--- src/design/mse_pkg.sv ---
// ----------------------------------------------------------------------------
// mse_pkg
// Shared types, codes and defaults of the multi-stack engine.
// ----------------------------------------------------------------------------
package mse_pkg;

  // Default build parameters
  localparam int NUM_STACKS_DEF = 4;
  localparam int DEPTH_DEF      = 16;
  localparam int DATA_WIDTH_DEF = 32;

  // Fixed field widths
  localparam int OPCODE_W = 2;
  localparam int SEL_W    = 2;
  localparam int VALUE_W  = 32;
  localparam int STATUS_W = 2;

  // Configuration register file
  localparam int NUM_CAPS  = 4;
  localparam int ACTIVE_W  = 3;
  localparam int CAP_W     = 5;
  localparam int CFG_IDX_W = 3;
  localparam int CFG_DATA_W = 5;

  localparam logic [CFG_IDX_W-1:0] REG_ACTIVE = 3'd0;
  localparam logic [CFG_IDX_W-1:0] REG_CAP0   = 3'd1;
  localparam logic [CFG_IDX_W-1:0] REG_CAP1   = 3'd2;
  localparam logic [CFG_IDX_W-1:0] REG_CAP2   = 3'd3;
  localparam logic [CFG_IDX_W-1:0] REG_CAP3   = 3'd4;

  localparam logic [ACTIVE_W-1:0] ACTIVE_RST = 3'd4;
  localparam logic [CAP_W-1:0]    CAP_RST    = 5'd16;

  typedef enum logic [OPCODE_W-1:0] {
    OP_PUSH = 2'd0,
    OP_POP  = 2'd1,
    OP_PEEK = 2'd2
  } op_e;

  typedef enum logic [STATUS_W-1:0] {
    ST_OK        = 2'd0,
    ST_OVERFLOW  = 2'd1,
    ST_UNDERFLOW = 2'd2,
    ST_INVALID   = 2'd3
  } status_e;

  typedef struct packed {
    logic [OPCODE_W-1:0]       opcode;
    logic [SEL_W-1:0]          stack_select;
    logic signed [VALUE_W-1:0] push_value;
  } req_t;

  typedef struct packed {
    logic signed [VALUE_W-1:0] read_value;
    status_e                   status;
  } rsp_t;

  // Controller to datapath commands
  typedef struct packed {
    logic issue;  // transaction accepted: decode, store access, count update
    logic load;   // capture the result into the output register
  } cmd_t;

endpackage

--- src/design/mse_stream_if.sv ---
// ----------------------------------------------------------------------------
// mse_stream_if
// Valid/ready channel carrying one payload word per transaction.
// ----------------------------------------------------------------------------
interface mse_stream_if #(
  parameter type payload_t = logic
);
  logic     valid;
  logic     ready;
  payload_t data;

  modport source (output valid, output data, input ready);
  modport sink   (input valid, input data, output ready);
endinterface

--- src/design/mse_ram.sv ---
// ----------------------------------------------------------------------------
// mse_ram
// Generic single-write, single-read RAM with registered read data.
// ----------------------------------------------------------------------------
module mse_ram #(
  parameter int WIDTH = 32,
  parameter int WORDS = 64
) (
  input  logic                     clk_i,
  input  logic                     we_i,
  input  logic [$clog2(WORDS)-1:0] waddr_i,
  input  logic [WIDTH-1:0]         wdata_i,
  input  logic                     re_i,
  input  logic [$clog2(WORDS)-1:0] raddr_i,
  output logic [WIDTH-1:0]         rdata_o
);

  logic [WIDTH-1:0] mem_q [WORDS];
  logic [WIDTH-1:0] rdata_q;

  always_ff @(posedge clk_i) begin
    if (we_i) begin
      mem_q[waddr_i] <= wdata_i;
    end
    if (re_i) begin
      rdata_q <= mem_q[raddr_i];
    end
  end

  assign rdata_o = rdata_q;

endmodule

--- src/design/mse_ctrl.sv ---
// ----------------------------------------------------------------------------
// mse_ctrl
// Sequencer: accepts a transaction, waits for store data, loads the result.
// ----------------------------------------------------------------------------
module mse_ctrl (
  input  logic          clk_i,
  input  logic          rst_ni,
  input  logic          in_valid_i,
  output logic          in_ready_o,
  output logic          out_valid_o,
  input  logic          out_ready_i,
  output mse_pkg::cmd_t cmd_o
);

  typedef enum logic [1:0] {
    S_IDLE   = 2'b01,
    S_RESULT = 2'b10
  } state_e;

  state_e state_q, state_d;
  logic   out_valid_q, out_valid_d;
  logic   slot_free;

  assign slot_free  = !out_valid_q || out_ready_i;
  assign in_ready_o = (state_q == S_IDLE);

  always_comb begin
    state_d     = state_q;
    cmd_o.issue = 1'b0;
    cmd_o.load  = 1'b0;
    unique case (state_q)
      S_IDLE: begin
        if (in_valid_i) begin
          cmd_o.issue = 1'b1;
          state_d     = S_RESULT;
        end
      end
      S_RESULT: begin
        // store read data is valid here; wait for room in the output reg
        if (slot_free) begin
          cmd_o.load = 1'b1;
          state_d    = S_IDLE;
        end
      end
      default: begin
        state_d = S_IDLE;
      end
    endcase
  end

  always_comb begin
    out_valid_d = out_valid_q;
    if (cmd_o.load) begin
      out_valid_d = 1'b1;
    end else if (out_ready_i) begin
      out_valid_d = 1'b0;
    end
  end

  always_ff @(posedge clk_i or negedge rst_ni) begin
    if (!rst_ni) begin
      state_q     <= S_IDLE;
      out_valid_q <= 1'b0;
    end else begin
      state_q     <= state_d;
      out_valid_q <= out_valid_d;
    end
  end

  assign out_valid_o = out_valid_q;

endmodule

--- src/design/mse_dp.sv ---
// ----------------------------------------------------------------------------
// mse_dp
// Datapath: configuration registers, fill counts, stack store, result reg.
// ----------------------------------------------------------------------------
module mse_dp #(
  parameter int NUM_STACKS = mse_pkg::NUM_STACKS_DEF,
  parameter int DEPTH      = mse_pkg::DEPTH_DEF,
  parameter int DATA_WIDTH = mse_pkg::DATA_WIDTH_DEF
) (
  input  logic                             clk_i,
  input  logic                             rst_ni,
  input  logic                             cfg_we_i,
  input  logic [mse_pkg::CFG_IDX_W-1:0]    cfg_index_i,
  input  logic [mse_pkg::CFG_DATA_W-1:0]   cfg_wdata_i,
  input  mse_pkg::cmd_t                    cmd_i,
  input  mse_pkg::req_t                    req_i,
  output mse_pkg::rsp_t                    rsp_o
);

  localparam int WORDS  = NUM_STACKS * DEPTH;
  localparam int ADDR_W = $clog2(WORDS);
  localparam int CNT_W  = $clog2(DEPTH + 1);
  localparam int IDX_W  = (NUM_STACKS > 1) ? $clog2(NUM_STACKS) : 1;
  localparam int CMP_W  = (CNT_W > mse_pkg::CAP_W) ? CNT_W : mse_pkg::CAP_W;
  localparam logic [3:0]       NUM_STACKS_L = 4'(NUM_STACKS);
  localparam logic [CMP_W-1:0] DEPTH_L      = CMP_W'(DEPTH);

  // Configuration
  logic [mse_pkg::ACTIVE_W-1:0] active_q;
  logic [mse_pkg::CAP_W-1:0]    cap_q [mse_pkg::NUM_CAPS];

  always_ff @(posedge clk_i or negedge rst_ni) begin
    if (!rst_ni) begin
      active_q <= mse_pkg::ACTIVE_RST;
      for (int i = 0; i < mse_pkg::NUM_CAPS; i++) begin
        cap_q[i] <= mse_pkg::CAP_RST;
      end
    end else if (cfg_we_i) begin
      unique case (cfg_index_i)
        mse_pkg::REG_ACTIVE: active_q <= cfg_wdata_i[mse_pkg::ACTIVE_W-1:0];
        mse_pkg::REG_CAP0:   cap_q[0] <= cfg_wdata_i;
        mse_pkg::REG_CAP1:   cap_q[1] <= cfg_wdata_i;
        mse_pkg::REG_CAP2:   cap_q[2] <= cfg_wdata_i;
        mse_pkg::REG_CAP3:   cap_q[3] <= cfg_wdata_i;
        default: ;
      endcase
    end
  end

  // Decode
  logic [CNT_W-1:0]  fill_q [NUM_STACKS];
  logic [IDX_W-1:0]  sel_idx;
  logic              sel_bad;
  logic [CNT_W-1:0]  fill;
  logic [CNT_W-1:0]  fill_nx;
  logic              fill_upd;
  logic [CMP_W-1:0]  cap_raw;
  logic [CMP_W-1:0]  cap_lim;
  logic              full;
  logic [ADDR_W-1:0] base;
  logic              ram_we;
  logic              ram_re;
  mse_pkg::status_e  status_d;

  assign sel_idx = IDX_W'(req_i.stack_select);
  assign sel_bad = ({1'b0, req_i.stack_select} >= active_q)
                || (4'(req_i.stack_select) >= NUM_STACKS_L);
  assign fill    = sel_bad ? '0 : fill_q[sel_idx];
  assign cap_raw = CMP_W'(cap_q[req_i.stack_select]);
  assign cap_lim = (cap_raw > DEPTH_L) ? DEPTH_L : cap_raw;
  assign full    = (CMP_W'(fill) >= cap_lim) || (CMP_W'(fill) >= DEPTH_L);
  assign base    = ADDR_W'(sel_idx) * ADDR_W'(DEPTH);

  always_comb begin
    status_d = mse_pkg::ST_OK;
    ram_we   = 1'b0;
    ram_re   = 1'b0;
    fill_upd = 1'b0;
    fill_nx  = fill;
    if (sel_bad) begin
      status_d = mse_pkg::ST_INVALID;
    end else begin
      unique case (req_i.opcode)
        mse_pkg::OP_PUSH: begin
          if (full) begin
            status_d = mse_pkg::ST_OVERFLOW;
          end else begin
            ram_we   = 1'b1;
            fill_upd = 1'b1;
            fill_nx  = fill + CNT_W'(1);
          end
        end
        mse_pkg::OP_POP, mse_pkg::OP_PEEK: begin
          if (fill == '0) begin
            status_d = mse_pkg::ST_UNDERFLOW;
          end else begin
            ram_re = 1'b1;
            if (req_i.opcode == mse_pkg::OP_POP) begin
              fill_upd = 1'b1;
              fill_nx  = fill - CNT_W'(1);
            end
          end
        end
        default: begin
          status_d = mse_pkg::ST_INVALID;
        end
      endcase
    end
  end

  always_ff @(posedge clk_i or negedge rst_ni) begin
    if (!rst_ni) begin
      for (int i = 0; i < NUM_STACKS; i++) begin
        fill_q[i] <= '0;
      end
    end else if (cmd_i.issue && fill_upd) begin
      fill_q[sel_idx] <= fill_nx;
    end
  end

  // Stack store
  logic [ADDR_W-1:0]     waddr;
  logic [ADDR_W-1:0]     raddr;
  logic [DATA_WIDTH-1:0] rdata;

  assign waddr = base + ADDR_W'(fill);
  assign raddr = base + ADDR_W'(fill - CNT_W'(1));

  mse_ram #(
    .WIDTH (DATA_WIDTH),
    .WORDS (WORDS)
  ) u_store (
    .clk_i   (clk_i),
    .we_i    (cmd_i.issue && ram_we),
    .waddr_i (waddr),
    .wdata_i (DATA_WIDTH'($unsigned(req_i.push_value))),
    .re_i    (cmd_i.issue && ram_re),
    .raddr_i (raddr),
    .rdata_o (rdata)
  );

  // Per-transaction result info, held until load
  mse_pkg::status_e status_q;
  logic             from_ram_q;

  always_ff @(posedge clk_i) begin
    if (cmd_i.issue) begin
      status_q   <= status_d;
      from_ram_q <= ram_re;
    end
  end

  // Result
  logic signed [63:0]              rd_ext;
  logic signed [mse_pkg::VALUE_W-1:0] rd_val;
  mse_pkg::rsp_t                   rsp_q;

  assign rd_ext = 64'($signed(rdata));

  always_comb begin
    if (from_ram_q) begin
      rd_val = rd_ext[mse_pkg::VALUE_W-1:0];
    end else if (status_q == mse_pkg::ST_UNDERFLOW) begin
      rd_val = '1;
    end else begin
      rd_val = '0;
    end
  end

  always_ff @(posedge clk_i) begin
    if (cmd_i.load) begin
      rsp_q.read_value <= rd_val;
      rsp_q.status     <= status_q;
    end
  end

  assign rsp_o = rsp_q;

endmodule

--- src/design/multi_stack_engine.sv ---
// ----------------------------------------------------------------------------
// multi_stack_engine
// Several bounded LIFO stacks sharing one store, push/pop/peek per request.
// ----------------------------------------------------------------------------
//
//  channel   dir   handshake          payload
//  --------  ----  -----------------  ----------------------------------------
//  req_if    in    valid/ready        opcode, stack_select, push_value
//  rsp_if    out   valid/ready        read_value, status
//  cfg       in    cfg_we_i (no wait) cfg_index_i, cfg_wdata_i
//
//  In the accept cycle a transaction is decoded, its fill count updated and
//  the store write or read started; in the result state the registered store
//  read data is taken into the output register once that register has room.
//  The store has one read port with registered read data.
//  Reset restores configuration defaults and empties every stack; the store
//  itself needs no clearing, since only written entries are ever read.
//  req_if is not ready in the cycle after each accept, and stays low while a
//  finished result waits for the output register to drain.
//
module multi_stack_engine #(
  parameter int NUM_STACKS = mse_pkg::NUM_STACKS_DEF,  // 1..8
  parameter int DEPTH      = mse_pkg::DEPTH_DEF,       // 2..1024 words/stack
  parameter int DATA_WIDTH = mse_pkg::DATA_WIDTH_DEF   // 8..64 stored bits
) (
  input  logic                           clk_i,
  input  logic                           rst_ni,
  // configuration writes, only while idle
  input  logic                           cfg_we_i,
  input  logic [mse_pkg::CFG_IDX_W-1:0]  cfg_index_i,
  input  logic [mse_pkg::CFG_DATA_W-1:0] cfg_wdata_i,
  // request and response channels
  mse_stream_if.sink                     req_if,
  mse_stream_if.source                   rsp_if
);

  mse_pkg::cmd_t cmd;    // controller -> datapath
  mse_pkg::req_t req;
  mse_pkg::rsp_t rsp;

  assign req = req_if.data;

  // Sequencer owns both handshakes; datapath never sees valid/ready
  mse_ctrl u_ctrl (
    .clk_i       (clk_i),
    .rst_ni      (rst_ni),
    .in_valid_i  (req_if.valid),
    .in_ready_o  (req_if.ready),
    .out_valid_o (rsp_if.valid),
    .out_ready_i (rsp_if.ready),
    .cmd_o       (cmd)
  );

  // Config regs, fill counts, stack store and result register
  mse_dp #(
    .NUM_STACKS (NUM_STACKS),
    .DEPTH      (DEPTH),
    .DATA_WIDTH (DATA_WIDTH)
  ) u_dp (
    .clk_i       (clk_i),
    .rst_ni      (rst_ni),
    .cfg_we_i    (cfg_we_i),
    .cfg_index_i (cfg_index_i),
    .cfg_wdata_i (cfg_wdata_i),
    .cmd_i       (cmd),
    .req_i       (req),
    .rsp_o       (rsp)
  );

  assign rsp_if.data = rsp;

endmodule

--- src/flat_wrapper.sv ---
// flat-port wrapper written by rule: the top's interface ports become plain ports
module multi_stack_engine_flat import mse_pkg::*;
#(
  parameter int NUM_STACKS = mse_pkg::NUM_STACKS_DEF,         
  parameter int DEPTH      = mse_pkg::DEPTH_DEF,                             
  parameter int DATA_WIDTH = mse_pkg::DATA_WIDTH_DEF                       
)
  (clk_i, rst_ni, cfg_we_i, cfg_index_i, cfg_wdata_i, req_if_valid, req_if_data, req_if_ready, rsp_if_valid, rsp_if_data, rsp_if_ready);
  mse_stream_if #(.payload_t(req_t)) req_if_i ();
  mse_stream_if #(.payload_t(rsp_t)) rsp_if_i ();
  input  logic clk_i;
  input  logic rst_ni;
  input  logic cfg_we_i;
  input  logic [mse_pkg::CFG_IDX_W-1:0] cfg_index_i;
  input  logic [mse_pkg::CFG_DATA_W-1:0] cfg_wdata_i;
  input wire logic [$bits(req_if_i.valid)-1:0] req_if_valid;
  input wire logic [$bits(req_if_i.data)-1:0] req_if_data;
  output wire logic [$bits(req_if_i.ready)-1:0] req_if_ready;
  output wire logic [$bits(rsp_if_i.valid)-1:0] rsp_if_valid;
  output wire logic [$bits(rsp_if_i.data)-1:0] rsp_if_data;
  input wire logic [$bits(rsp_if_i.ready)-1:0] rsp_if_ready;
  assign req_if_i.valid = req_if_valid;
  assign req_if_i.data = req_if_data;
  assign req_if_ready = req_if_i.ready;
  assign rsp_if_valid = rsp_if_i.valid;
  assign rsp_if_data = rsp_if_i.data;
  assign rsp_if_i.ready = rsp_if_ready;
  multi_stack_engine #(.NUM_STACKS(NUM_STACKS), .DEPTH(DEPTH), .DATA_WIDTH(DATA_WIDTH)) u_core (.clk_i(clk_i), .rst_ni(rst_ni), .cfg_we_i(cfg_we_i), .cfg_index_i(cfg_index_i), .cfg_wdata_i(cfg_wdata_i), .req_if(req_if_i), .rsp_if(rsp_if_i));
endmodule
--- config.mk ---
export PLATFORM = sky130hd
export DESIGN_NAME = multi_stack_engine_flat
export DESIGN_NICKNAME = d
export VERILOG_FILES = /design/src/design/mse_pkg.sv /design/src/design/mse_stream_if.sv /design/src/design/mse_ram.sv /design/src/design/mse_ctrl.sv /design/src/design/mse_dp.sv /design/src/design/multi_stack_engine.sv /design/src/flat_wrapper.sv
export SDC_FILE = /design/constraint.sdc
export NUM_CORES = 2
export LEC_CHECK = 0
export BUFFER_PORTS_ARGS = -buffer_cell sky130_fd_sc_hd__buf_2
export CELL_PAD_IN_SITES_DETAIL_PLACEMENT = 1
export CELL_PAD_IN_SITES_GLOBAL_PLACEMENT = 1
export CORE_ASPECT_RATIO = 0.8
export CORE_MARGIN = 10
export CORE_UTILIZATION = 60
export CTS_CLUSTER_SIZE = 40
export DETAILED_ROUTE_END_ITERATION = 12
export GPL_TIMING_DRIVEN = 0
export PLACE_DENSITY_LB_ADDON = 0.1
export REMOVE_ABC_BUFFERS = 1
export SYNTH_ARGS = -nofsm -noshare
export SYNTH_HDL_FRONTEND = slang
export SYNTH_SLANG_ARGS = --single-unit
--- constraint.sdc ---
create_clock -name clk_i -period 9.8 [get_ports clk_i]
set_input_delay 0.98 -clock clk_i [delete_from_list [all_inputs] [get_ports clk_i]]
set_output_delay 0.98 -clock clk_i [all_outputs]
set_load 0.01 [all_outputs]
==> metrics.md <==
| Metric | Value |
|---|---|
| Outcome | `completed` |
| Worst setup margin | `0.892 ns` |
| Crit-path cells | `buf_2 -> inv_1 -> ha_1 -> nor3b_2 -> nor2_1 -> nor2_1 -> inv_1 -> fa_4 -> inv_4 -> nand2_1 -> a21oi_1 -> a2111oi_0 -> o22ai_1 -> o21ai_1 -> nand2_1` |
| RSZ-0062 raised after global routing | `false` |
| Mapped cell area | `around 0.084 mm2` |
| Crit end category | `flip-flop` |
| Fraction of layout cells with a size suffix above 1 | `0.251` |
| Post-CTS Setup Repair Bufs | `0` |
| Total core area | `around 0.14 mm2` |
| Pwr Total | `19.5 mW` |
| Number of synthesized flops with an enable pin | `2117` |
| Power per cell area | `around 210 mW/mm2` |
| Multi-input logic area | `0.0187 mm2` |
| Max Transition Viols Final | `0` |
| Min-delay worst type | `primary input to asynchronous set/reset pin` |
| Slowest-stage cell, CP | `fa_4` |
| Seq/Total Area, Yosys | `0.770` |
| Yosys warnings | `0` |
| Top FF cell, synth | `edfxtp_1` |
| PortBufs | `between 80 and 90` |
| Clock H-tree levels | `4` |
| Launch point of the worst reg-to-reg path | `u_core.u_dp.active_q[1]` |
| Fillers | `10656` |
| Setup violators final | `0` |
| ANT nets after route | `0` |
| Clock root buffer | `clkbuf_16` |
| DR pass1 iterations | `5` |
| Seq. cell area | `roughly 0.065 mm2` |
| Total gr overflow | `0` |
| Critical R2R Capture | `u_core.u_dp.u_store.rdata_o[8]` |
| Async S/R FF share, synth | `0.0213` |
| GP Congestion | `0.835` |
| Mean Syn Cell Area | `20.9 um2` |
| Leakage | `31.2 nW` |
| Width of the chip | `438 um` |
| # IOs | `85` |
| Effective utilization at floorplan | `0.606` |
| Placed inst area | `0.0889 mm2` |
| DIE AREA | `0.156 mm2` |
| Clock Latency Late Sink | `0.86 ns` |
| Hold Buf Count CTS | `0` |
| Worst-Margin Slew | `1.48 ns` |
| Post-Route WL | `247000 um` |
| Final core utilization | `0.686` |
| Crit path DAT | `9.47 ns` |
| Worst VDD drop | `0.199 mV` |
| Clock Skews | `0.0402 ns` |
| Finished Cell Area | `between 0.09 and 0.1 mm2` |
| DRC Markers | `0` |
| # Max-Cap Violations | `0` |
| Crit Path Class | `primary input to flip-flop` |
| CTS Buffer Depth | `3` |
| Rows | `122` |
| Fin. Hold Viols | `0` |
| CP startpoint kind | `primary input` |
| Clk sinks | `2163` |
| R2r worst-path depth | `14` |
| Vias | `44440` |
| Largest net degree at the start of global routing | `117` |
| Fin crit share | `0.909` |
| Initial antenna violation count | `15` |
| CP peak stage delay | `about 1.3 ns` |
| Nets | `about 4300` |
| Family with the most delay on the worst path | `simple AND/OR/NAND/NOR gates` |
| CTS tree | `built` |
| Synthesized flop and latch total | `2163` |
| Clk slew on worst S/H paths | `0.06 ns` |
| Slew Limit Headroom | `0.0156` |
| CTS buffer count | `about 200` |
| Vias in the first global route | `45752` |
| DR iter-0 viols | `6498` |
| Fmax | `112 MHz` |
| Minimum hold slack | `0.354 ns` |
| Synth unique cells | `77` |
| R2R Setup Slk | `roughly 1.4 ns` |
| CP Buf/Inv Count | `4` |
| Tot GR Track Use | `0.318` |
| Fin crit period | `8.91 ns` |
| Critical path required time | `a little over 10 ns` |
| Cells after Synth | `4021` |
| PostCTS Resize Cnt | `0` |
| Global-route wire length before repair | `350000 um` |
| Synth-to-Final Area Change | `13.2%` |
| Crit Path Max Fanout | `40` |
| Die H | `355 um` |
| HPWL Detailed | `150000 um` |
| CP startpoint | `req_if_data[32]` |
| Drt via density | `7.11` |
| Placement Setup Slack | `~0.32 ns` |
| WL per Instance | `39.5 um` |
-- routing by layer --
| metal | part of all wire | vias up | wire length, um | track usage |
|---|---|---|---|---|
| met5 | 0.00031 | - | 77 | 0 |
| met3 | 0.11 | 533 | 27000 | 0.0740 |
| met2 | 0.48 | 3064 | 117000 | 0.497 |
| li1 | - | 17181 | - | - |
| met1 | 0.37 | 23648 | 91600 | 0.440 |
| met4 | 0.043 | 14 | 10700 | 0.127 |
-- cells in the final DEF, fill, tap and decap left out, types with 16 or more instances in the layout --
cell type | Yosys | final
edfxtp_1 | 2117 | 2117
mux4_2 | 466 | 466
nand2_1 | 235 | 234
clkbuf_16 | 0 | 204
mux2i_1 | 103 | 103
a21oi_1 | 95 | 94
nor2_1 | 140 | 71
nor2_4 | 0 | 68
buf_2 | 8 | 66
a22oi_1 | 63 | 63
buf_12 | 8 | 57
clkinv_1 | 0 | 56
mux2_2 | 46 | 46
o22ai_1 | 45 | 45
buf_16 | 0 | 44
o21ai_0 | 46 | 42
dfrtp_1 | 40 | 40
clkinv_2 | 0 | 38
clkbuf_1 | 126 | 38
a21o_1 | 37 | 37
nand3_1 | 26 | 26
ha_1 | 25 | 24
buf_4 | 18 | 22
nor3_1 | 28 | 21
a211oi_1 | 20 | 20
nor2b_1 | 21 | 19
a221oi_1 | 17 | 16
-- cell type report --
class                      count  area share
multi-input combinational   1633       0.196
clock buffer                 246      0.0557
sequential                  2163       0.680
antenna                        4    0.000105
inverter                      14    0.000750
clock inverter               117     0.00936
timing repair buffer         211      0.0329
tap                         1860      0.0245
-- state kept, by name, summed over array words and instances, names as in the netlist --
register	cells
u_core.u_dp.status_q	2
u_core.u_dp.fill_q	20
u_core.u_dp.u_store.rdata_o	32
u_core.u_dp.cap_q	20
u_core.u_ctrl.out_valid_o	1
u_core.u_ctrl.state_q	2
u_core.u_dp.u_store.mem_q	2048
u_core.u_dp.rsp_o	34
u_core.u_dp.from_ram_q	1
u_core.u_dp.active_q	3
-- Yosys cell counts, types with 8 or more instances --
cell type | count | share of area
a2111o_1 | 8 | 0.0011
a2111oi_0 | 9 | 0.00094
a211oi_1 | 20 | 0.0018
a21o_1 | 37 | 0.0033
a21oi_1 | 95 | 0.0057
a221oi_1 | 17 | 0.0018
a22oi_1 | 63 | 0.0056
a31oi_1 | 13 | 0.00097
a32oi_1 | 15 | 0.0016
a41o_1 | 14 | 0.0017
and3_1 | 13 | 0.00097
buf_1 | 18 | 0.00080
buf_12 | 8 | 0.0019
buf_2 | 8 | 0.00048
buf_4 | 18 | 0.0016
buf_6 | 31 | 0.0042
clkbuf_1 | 126 | 0.0056
dfrtp_1 | 40 | 0.012
edfxtp_1 | 2117 | 0.76
ha_1 | 25 | 0.0037
inv_1 | 13 | 0.00058
mux2_2 | 46 | 0.0062
mux2i_1 | 103 | 0.012
mux4_2 | 466 | 0.12
nand2_1 | 235 | 0.010
nand3_1 | 26 | 0.0015
nor2_1 | 140 | 0.0063
nor2b_1 | 21 | 0.0016
nor3_1 | 28 | 0.0017
nor3b_1 | 15 | 0.0013
o21ai_0 | 46 | 0.0027
o21ai_1 | 13 | 0.00077
o221ai_1 | 9 | 0.00094
o22ai_1 | 45 | 0.0033
o31ai_1 | 13 | 0.0012
-- through the flow --
step                      std cells  TNS (ns)
after global placement         5754         -
after CTS                      6242         0
after detailed placement       5879         0
after floorplan                3810   -268.89
final                          6248         0
after global routing           6244         0
-- power by group --
part	internal, mW	switching (mW)
Sequential	10.2	0.0188
Clock	4.14	3.40
Combinational	0.534	1.21
Total	14.9	4.63
-- worst max-delay path by stage --
stage                     depth (start not counted)                               to  slack, ns
after floorplan                                  10  u_core.u_dp.u_store.rdata_o[23]      -8.94
after global placement                           14   u_core.u_dp.u_store.rdata_o[4]     -25.65
after detailed placement                         15   u_core.u_dp.u_store.rdata_o[7]       0.32
after CTS                                        15   u_core.u_dp.u_store.rdata_o[7]       1.17
after global routing                             15   u_core.u_dp.u_store.rdata_o[8]       0.72
final                                            15   u_core.u_dp.u_store.rdata_o[8]       0.89
-- kinds of logic (layout without fill, tap and decap cells) --
logic type / Yosys count / count (layout) / synth area share
AOI/OAI and AO/OA: 473 / 473 / 0.0394
DFF: 2163 / 2163 / 0.770
and+or+nand+nor: 511 / 511 / 0.0267
other: 0 / 4 / 0
buffers and inverters: 225 / 588 / 0.0157
muxes: 615 / 615 / 0.143
adders and majority gates: 26 / 26 / 0.00396
xor gates and xnor gates: 8 / 8 / 0.000834
(Power assumes the default switching activity.)
